==> src/hdl/cbh_pkg.sv <==
// Shared package for the center-bin size histogram.
// Holds function codes, register indexes and the front-to-back queue entry type.
// No dependencies.
`timescale 1ns / 1ps
`default_nettype none
package cbh_pkg;

	localparam logic [1:0] FUNC_LOAD = 2'd0;
	localparam logic [1:0] FUNC_ADD  = 2'd1;
	localparam logic [1:0] FUNC_EMIT = 2'd2;
	// unused code, accepted and dropped
	localparam logic [1:0] FUNC_NONE = 2'd3;

	localparam logic [0:0] REG_BINS    = 1'b0;
	localparam logic [0:0] REG_DENSITY = 1'b1;

	localparam int CFG_IDX_BITS = 1;

	// command kinds passed from front to back
	typedef enum logic [1:0] {
		CMD_LOAD = 2'd0,
		CMD_ADD  = 2'd1,
		CMD_EMIT = 2'd2
	} cmd_t;

	typedef struct packed {
		cmd_t        cmd;
		logic [5:0]  idx;
		logic [31:0] value;
	} entry_t;

	typedef enum logic [2:0] {
		ST_IDLE,
		ST_SCAN,
		ST_EMIT_RD,
		ST_EMIT_DIV,
		ST_EMIT_OUT
	} state_t;

endpackage
`default_nettype wire

==> src/hdl/cbh_front.sv <==
// Front of the histogram: accepts commands, classifies them and queues them.
// Depends on cbh_pkg.
`timescale 1ns / 1ps
`default_nettype none
module cbh_front #(
	parameter int DEPTH = 4
) (
	input  wire                  clk,
	input  wire                  arst_n,
	input  wire                  start,
	output logic                 busy,
	input  wire  [1:0]           func,
	input  wire  [5:0]           bin_index,
	input  wire  [31:0]          center_value,
	input  wire  [31:0]          particle_size,
	output logic                 q_valid,
	output cbh_pkg::entry_t      q_head,
	input  wire                  q_pop
);
	localparam int AW = (DEPTH > 1) ? $clog2(DEPTH) : 1;

	cbh_pkg::entry_t    mem_q [DEPTH];
	logic [AW-1:0]      wr_q, rd_q;
	logic [AW:0]        cnt_q;
	logic               push;
	cbh_pkg::entry_t    e;

	assign busy    = (cnt_q == (AW+1)'(DEPTH));
	assign push    = start && !busy && (func != cbh_pkg::FUNC_NONE);
	assign q_valid = (cnt_q != '0);
	assign q_head  = mem_q[rd_q];

	// classify the command
	always_comb begin
		e.idx   = bin_index;
		e.value = center_value;
		case (func)
			cbh_pkg::FUNC_LOAD: e.cmd = cbh_pkg::CMD_LOAD;
			cbh_pkg::FUNC_ADD: begin
				e.cmd   = cbh_pkg::CMD_ADD;
				e.value = particle_size;
			end
			default: e.cmd = cbh_pkg::CMD_EMIT;
		endcase
	end

	always_ff @(posedge clk) begin
		if (push) mem_q[wr_q] <= e;
	end

	always_ff @(posedge clk or negedge arst_n) begin
		if (!arst_n) begin
			wr_q  <= '0;
			rd_q  <= '0;
			cnt_q <= '0;
		end else begin
			if (push) wr_q <= (wr_q == AW'(DEPTH-1)) ? '0 : wr_q + 1'b1;
			if (q_pop) rd_q <= (rd_q == AW'(DEPTH-1)) ? '0 : rd_q + 1'b1;
			cnt_q <= cnt_q + (AW+1)'(push) - (AW+1)'(q_pop);
		end
	end
endmodule
`default_nettype wire

==> config.mk <==
export PLATFORM = sky130hd
export DESIGN_NAME = cbh_front
export DESIGN_NICKNAME = d
export VERILOG_FILES = /design/src/hdl/cbh_pkg.sv /design/src/hdl/cbh_front.sv
export SDC_FILE = /design/constraint.sdc
export NUM_CORES = 1
export LEC_CHECK = 0
export BUFFER_PORTS_ARGS = -buffer_cell sky130_fd_sc_hd__buf_2
export CORE_ASPECT_RATIO = 0.6
export CORE_MARGIN = 4
export CORE_UTILIZATION = 40
export CTS_BUF_LIST = sky130_fd_sc_hd__clkbuf_4
export CTS_CLUSTER_SIZE = 25
export DETAILED_ROUTE_END_ITERATION = 10
export SLEW_MARGIN = 20
export SYNTH_ARGS = -nofsm -noshare
export SYNTH_HDL_FRONTEND = slang
export SYNTH_SLANG_ARGS = --single-unit
==> constraint.sdc <==
create_clock -name clk -period 2.5 [get_ports clk]
set_input_delay 0.375 -clock clk [delete_from_list [all_inputs] [get_ports clk]]
set_output_delay 0.375 -clock clk [all_outputs]
set_load 0.005 [all_outputs]
### After elaboration in Yosys (flattened, before gate mapping)

Memories as Yosys holds them, arrays and structs flattened.
Cells that the tools add are included.
W data, S select, Z words.

* word-level logic and storage cells: 24
* bits in writable memories: 160
* memories: 1
* output and inout bits: 42
* bits of input ports: 76
* flip-flop bits (word level): 7

* add/sub/neg operators: 4
* reductions and logical operators: 5
* mux-type cells: 6
* equal/unequal tests: 5

Memory list
* mem_q: depth 4, bits a word 40, read ports 1, clocked after Yosys merged registers in 0, wr ports 1, line cbh_front.sv:22 `cbh_pkg::entry_t mem_q [DEPTH];`

Operator list (number)
* $mux W32: 1
* $add A2 B1 Y2 const B: 2
* $eq A2 B2 Y1 const B: 2
* $mux W2: 2
* $pmux W2 S2: 1
* $add A3 B1 Y3: 1
* $eq A3 B3 Y1 const B: 1
* $reduce_bool A3 Y1: 1
* $sub A3 B1 Y3: 1
* $eq A2 B1 Y1 const B: 1
* $logic_and A1 B1 Y1: 2
* $logic_not A2 Y1: 1
* $mux W1: 2
* $ne A2 B2 Y1 const B: 1
* $logic_not A1 Y1: 1

### Logic depth before layout (Yosys ltp)

* depth in word-level cells: 6
* gate-level depth with buffers: 9

### Least setup slack after synthesis

Ideal clock, no wire load.

* path type: flip-flop to flip-flop
* start: register cnt_q[2]
* end: memory mem_q[3][0] in the netlist's numbering, enable pin
* slack: 0.288 ns
* data required time: 2.099 ns
* path buffers: 0
* library setup time: 0.401 ns
* clock period less this slack: 2.212 ns
* arrival: 1.811 ns
* cell stages (with the launch flop): 4
* cells stage by stage: dfrtp_1 > nor3b_4 > a211oi_4 > and2_1

* longest elaborated chain between the ends: 6

Ends and longest elaborated chain
* from (decl): line cbh_front.sv:24 `logic [AW:0] cnt_q;`
* from (signal assigned): line cbh_front.sv:59 `cnt_q <= cnt_q + (AW+1)'(push) - (AW+1)'(q_pop);`
* $eq A3 B3 Y1: line cbh_front.sv:28 `assign busy = (cnt_q == (AW+1)'(DEPTH));`
* via busy: line cbh_front.sv:11 `output logic busy,`
* $logic_not A1 Y1: line cbh_front.sv:29 `assign push = start && !busy && (func != cbh_pkg::FUNC_NONE);`
* $logic_and A1 B1 Y1 (2 in series): line cbh_front.sv:29
* $mux W1: line cbh_front.sv:48 `if (push) mem_q[wr_q] <= e;`
* $mux W1 (implied by the code): line cbh_front.sv:48
* to (decl): line cbh_front.sv:22

The timed path passes the listed nets, and every way through them passes these cells.

==> impl_metrics.csv <==
group,metric,value,unit
pwr,irDropWorstVdd,0.3953,mV
pwr,power.total,0.007878,W
pwr,power.density,976.5,nW/µm²
cells_and_area,antenna_cells,0,
critical_path,critPathSlowestCell,"mux4_2",
route,totalWireLength,12430,µm
synthesis,synthDistinctLibCells,21,
floorplan,rows,36,
grt,grt_pass1_vias,3399,
route,wire_per_inst,18.64,µm
critical_path,critPathMaxFanout,22,
route,vias,3222,
grt,grtUsageTotal,0.1354,
clock_tree,numCtsBuffers,17,
cells_and_area,synthToLayoutAreaGrowth,18.42,%
run,max_cap_viol_count,0,
grt,grt_max_degree,37,
synthesis,syn_area_per_cell,23.90,µm²
timing,timing.fmax,432.5,MHz
critical_path,crit_end,"q_head[26]",
critical_path,cp.depth,3,
route,post-route-drc-count,0,
synthesis,yosys_register_bits,167,
min_path,hold_path_class,"input port to flop",
critical_path,cp_top_family,"multiplexers",
timing,timing.final.crit_share,0.9249,
floorplan,ioPinCount,118,
place,gp_congestion,0.6602,
route,drt-initial-drc-count,200,
critical_path,crit_path_end_kind,"primary output",
cells_and_area,fillCellCount,1357,
timing,tightest_slew,413.7,ps
timing,slew_viol_final,0,
critical_path,critPathKind,"flop to primary output",
critical_path,cp_num_buf_inv,2,
route,drtPass1Iterations,4,
synthesis,yosysWarnings,0,
clock_tree,htree_levels,4,
synthesis,synth-seq-area-share,0.7309,
critical_path,path_cells,"buf_12 > mux4_2 > buf_2",
cells_and_area,final_nets,511,
clock_tree,clockBufferDepth,2,
critical_path,cp.required,2120,ps
critical_path,reg2reg_depth,9,
critical_path,r2r_end,"cnt_q[2]$_DFF_PN0_",
timing,setup_violations,0,
clock_tree,cts.clk_slew.worst_paths,120,ps
clock_tree,clock_sinks,167,
cells_and_area,regArea,4987,µm²
critical_path,startpoint,"rd_q[0]$_DFFE_PN0P_",
cells_and_area,drive_above_1_share,0.5604,
critical_path,cp-start-kind,"flop",
critical_path,timing.rr.start,"cnt_q[2]$_DFF_PN0_",
floorplan,dieWidth,176.5,µm
cells_and_area,multi_input_area,1644,µm²
synthesis,syn_nets,369,
route,ant_nets,0,
grt,grt.overflow.total,0,
route,via_per_inst,4.831,
place,place.detailed.hpwl,7749,µm
floorplan,die_y,109.1,µm
outcome,status,"finished, final reports clean",
critical_path,slowest_delay,550,ps
critical_path,rrSetupSlack,420,ps
clock_tree,tritoncts,"yes",
timing,period_minus_slack,2312,ps
timing,relSlewSlack,0.7242,
clock_tree,insertion_delay,520,ps
timing,hold_violations,0,
pwr,power.leakage,2.915,nW
floorplan,start_util,0.4144,
cells_and_area,layout_common_cells,"edfxtp_1, buf_2, mux4_2, mux2_4, clkbuf_4",
cells_and_area,final_common_cell,"edfxtp_1",
timing,fin_setup_tns,0,ps
timing,skew,18.79,ps
clock_tree,cts-root-buf,"clkbuf_4",
grt,grt_pass1_wl,19270,µm
critical_path,arrival,1940,ps
timing,grt_setup_unrepaired,"no",
place,port_buffers,117,
floorplan,dieArea,19250,µm²
synthesis,synth_area,6813,µm²
synthesis,syn_inst,285,
timing,hold_slack,78.20,ps
floorplan,fp.coreArea,16440,µm²
grt,antenna_found_initial,0,
[state kept, by name (all words and copies together), names as in the netlist]
name	flops
mem_q	160
cnt_q	3
rd_q	2
wr_q	2
[synthesized netlist by cell type, drive strengths merged]
cell / number / share of area
inv: 7 / 0.0039
ha: 7 / 0.013
buf: 13 / 0.025
mux2: 36 / 0.075
edfxtp: 160 / 0.71
fa: 1 / 0.0029
mux4: 40 / 0.13
or3: 1 / 0.00092
a211oi: 1 / 0.0029
dfrtp: 7 / 0.026
nor3b: 1 / 0.0028
xnor2: 2 / 0.0026
nor2b: 1 / 0.00092
nor2: 2 / 0.0011
clkbuf: 2 / 0.0011
and2: 4 / 0.0037
[logic make-up after synthesis]
logic type | after synthesis | synth area share
xor+xnor | 2 | 0.002572
fa+ha+maj | 8 | 0.01579
mux | 76 | 0.2088
flops | 167 | 0.7309
buf+inv | 22 | 0.02957
compound gates | 1 | 0.002939
simple gates | 9 | 0.009368
[report_power, final]
part           leakage [nW]  internal [W]  switching (W)  total [W]
clock network         0.155      0.000715       0.000925    0.00164
registers              1.54       0.00359       0.000222    0.00382
logic                  1.22       0.00131        0.00111    0.00242
total                  2.92       0.00562        0.00226    0.00788
[area by class of cell]
cell class,instances,area share
clock inverter,13,0.02125
inverter,7,0.003257
multi-input combinational,96,0.2038
timing repair buffer,138,0.1014
clock buffer,18,0.01675
tap,228,0.03536
sequential,167,0.6182
[repair_timing]
action	in CTS	in global routing
hold buffers	1	4
resized for setup	1	0
endpoints found under the hold margin	7	16
setup buffers	2	0
setup endpoints to repair	26	0
[routing by layer]
metal,track usage,share of wire,wire length [µm],vias to the layer above
li1,-,-,-,1466
met2,0.2159,0.47,5865,93
met5,0,0,0,-
met1,0.1847,0.47,5838,1651
met3,0.03846,0.050,622,12
met4,0.03808,0.0087,108,0
[stage by stage]
step	utilization	cells	instance area, µm²	setup WS [ps]
2_1_floorplan	-	285	6813	287.7
3_5_place_dp	0.4680	629	7694	403.6
3_3_place_gp	0.4680	629	7694	398.7
5_1_grt	0.4907	667	8068	19.12
6_report	0.4907	667	8068	187.8
4_1_cts	0.4883	663	8028	107.0
[worst min-delay path by stage]
stage | startpoint | endpoint | slack (ps) | cells after the start
6_report | bin_index[1] | mem_q[3][33]$_DFFE_PP_ | 80 | 1
5_1_grt | bin_index[2] | mem_q[0][34]$_DFFE_PP_ | 6 | 1
4_1_cts | bin_index[4] | mem_q[2][36]$_DFFE_PP_ | 7 | 1
3_5_place_dp | arst_n | cnt_q[2]$_DFF_PN0_ | 220 | 1
3_3_place_gp | arst_n | cnt_q[0]$_DFF_PN0_ | 220 | 1
2_1_floorplan | arst_n | cnt_q[0]$_DFF_PN0_ | 80 | 0
(Power assumes the default switching activity.)
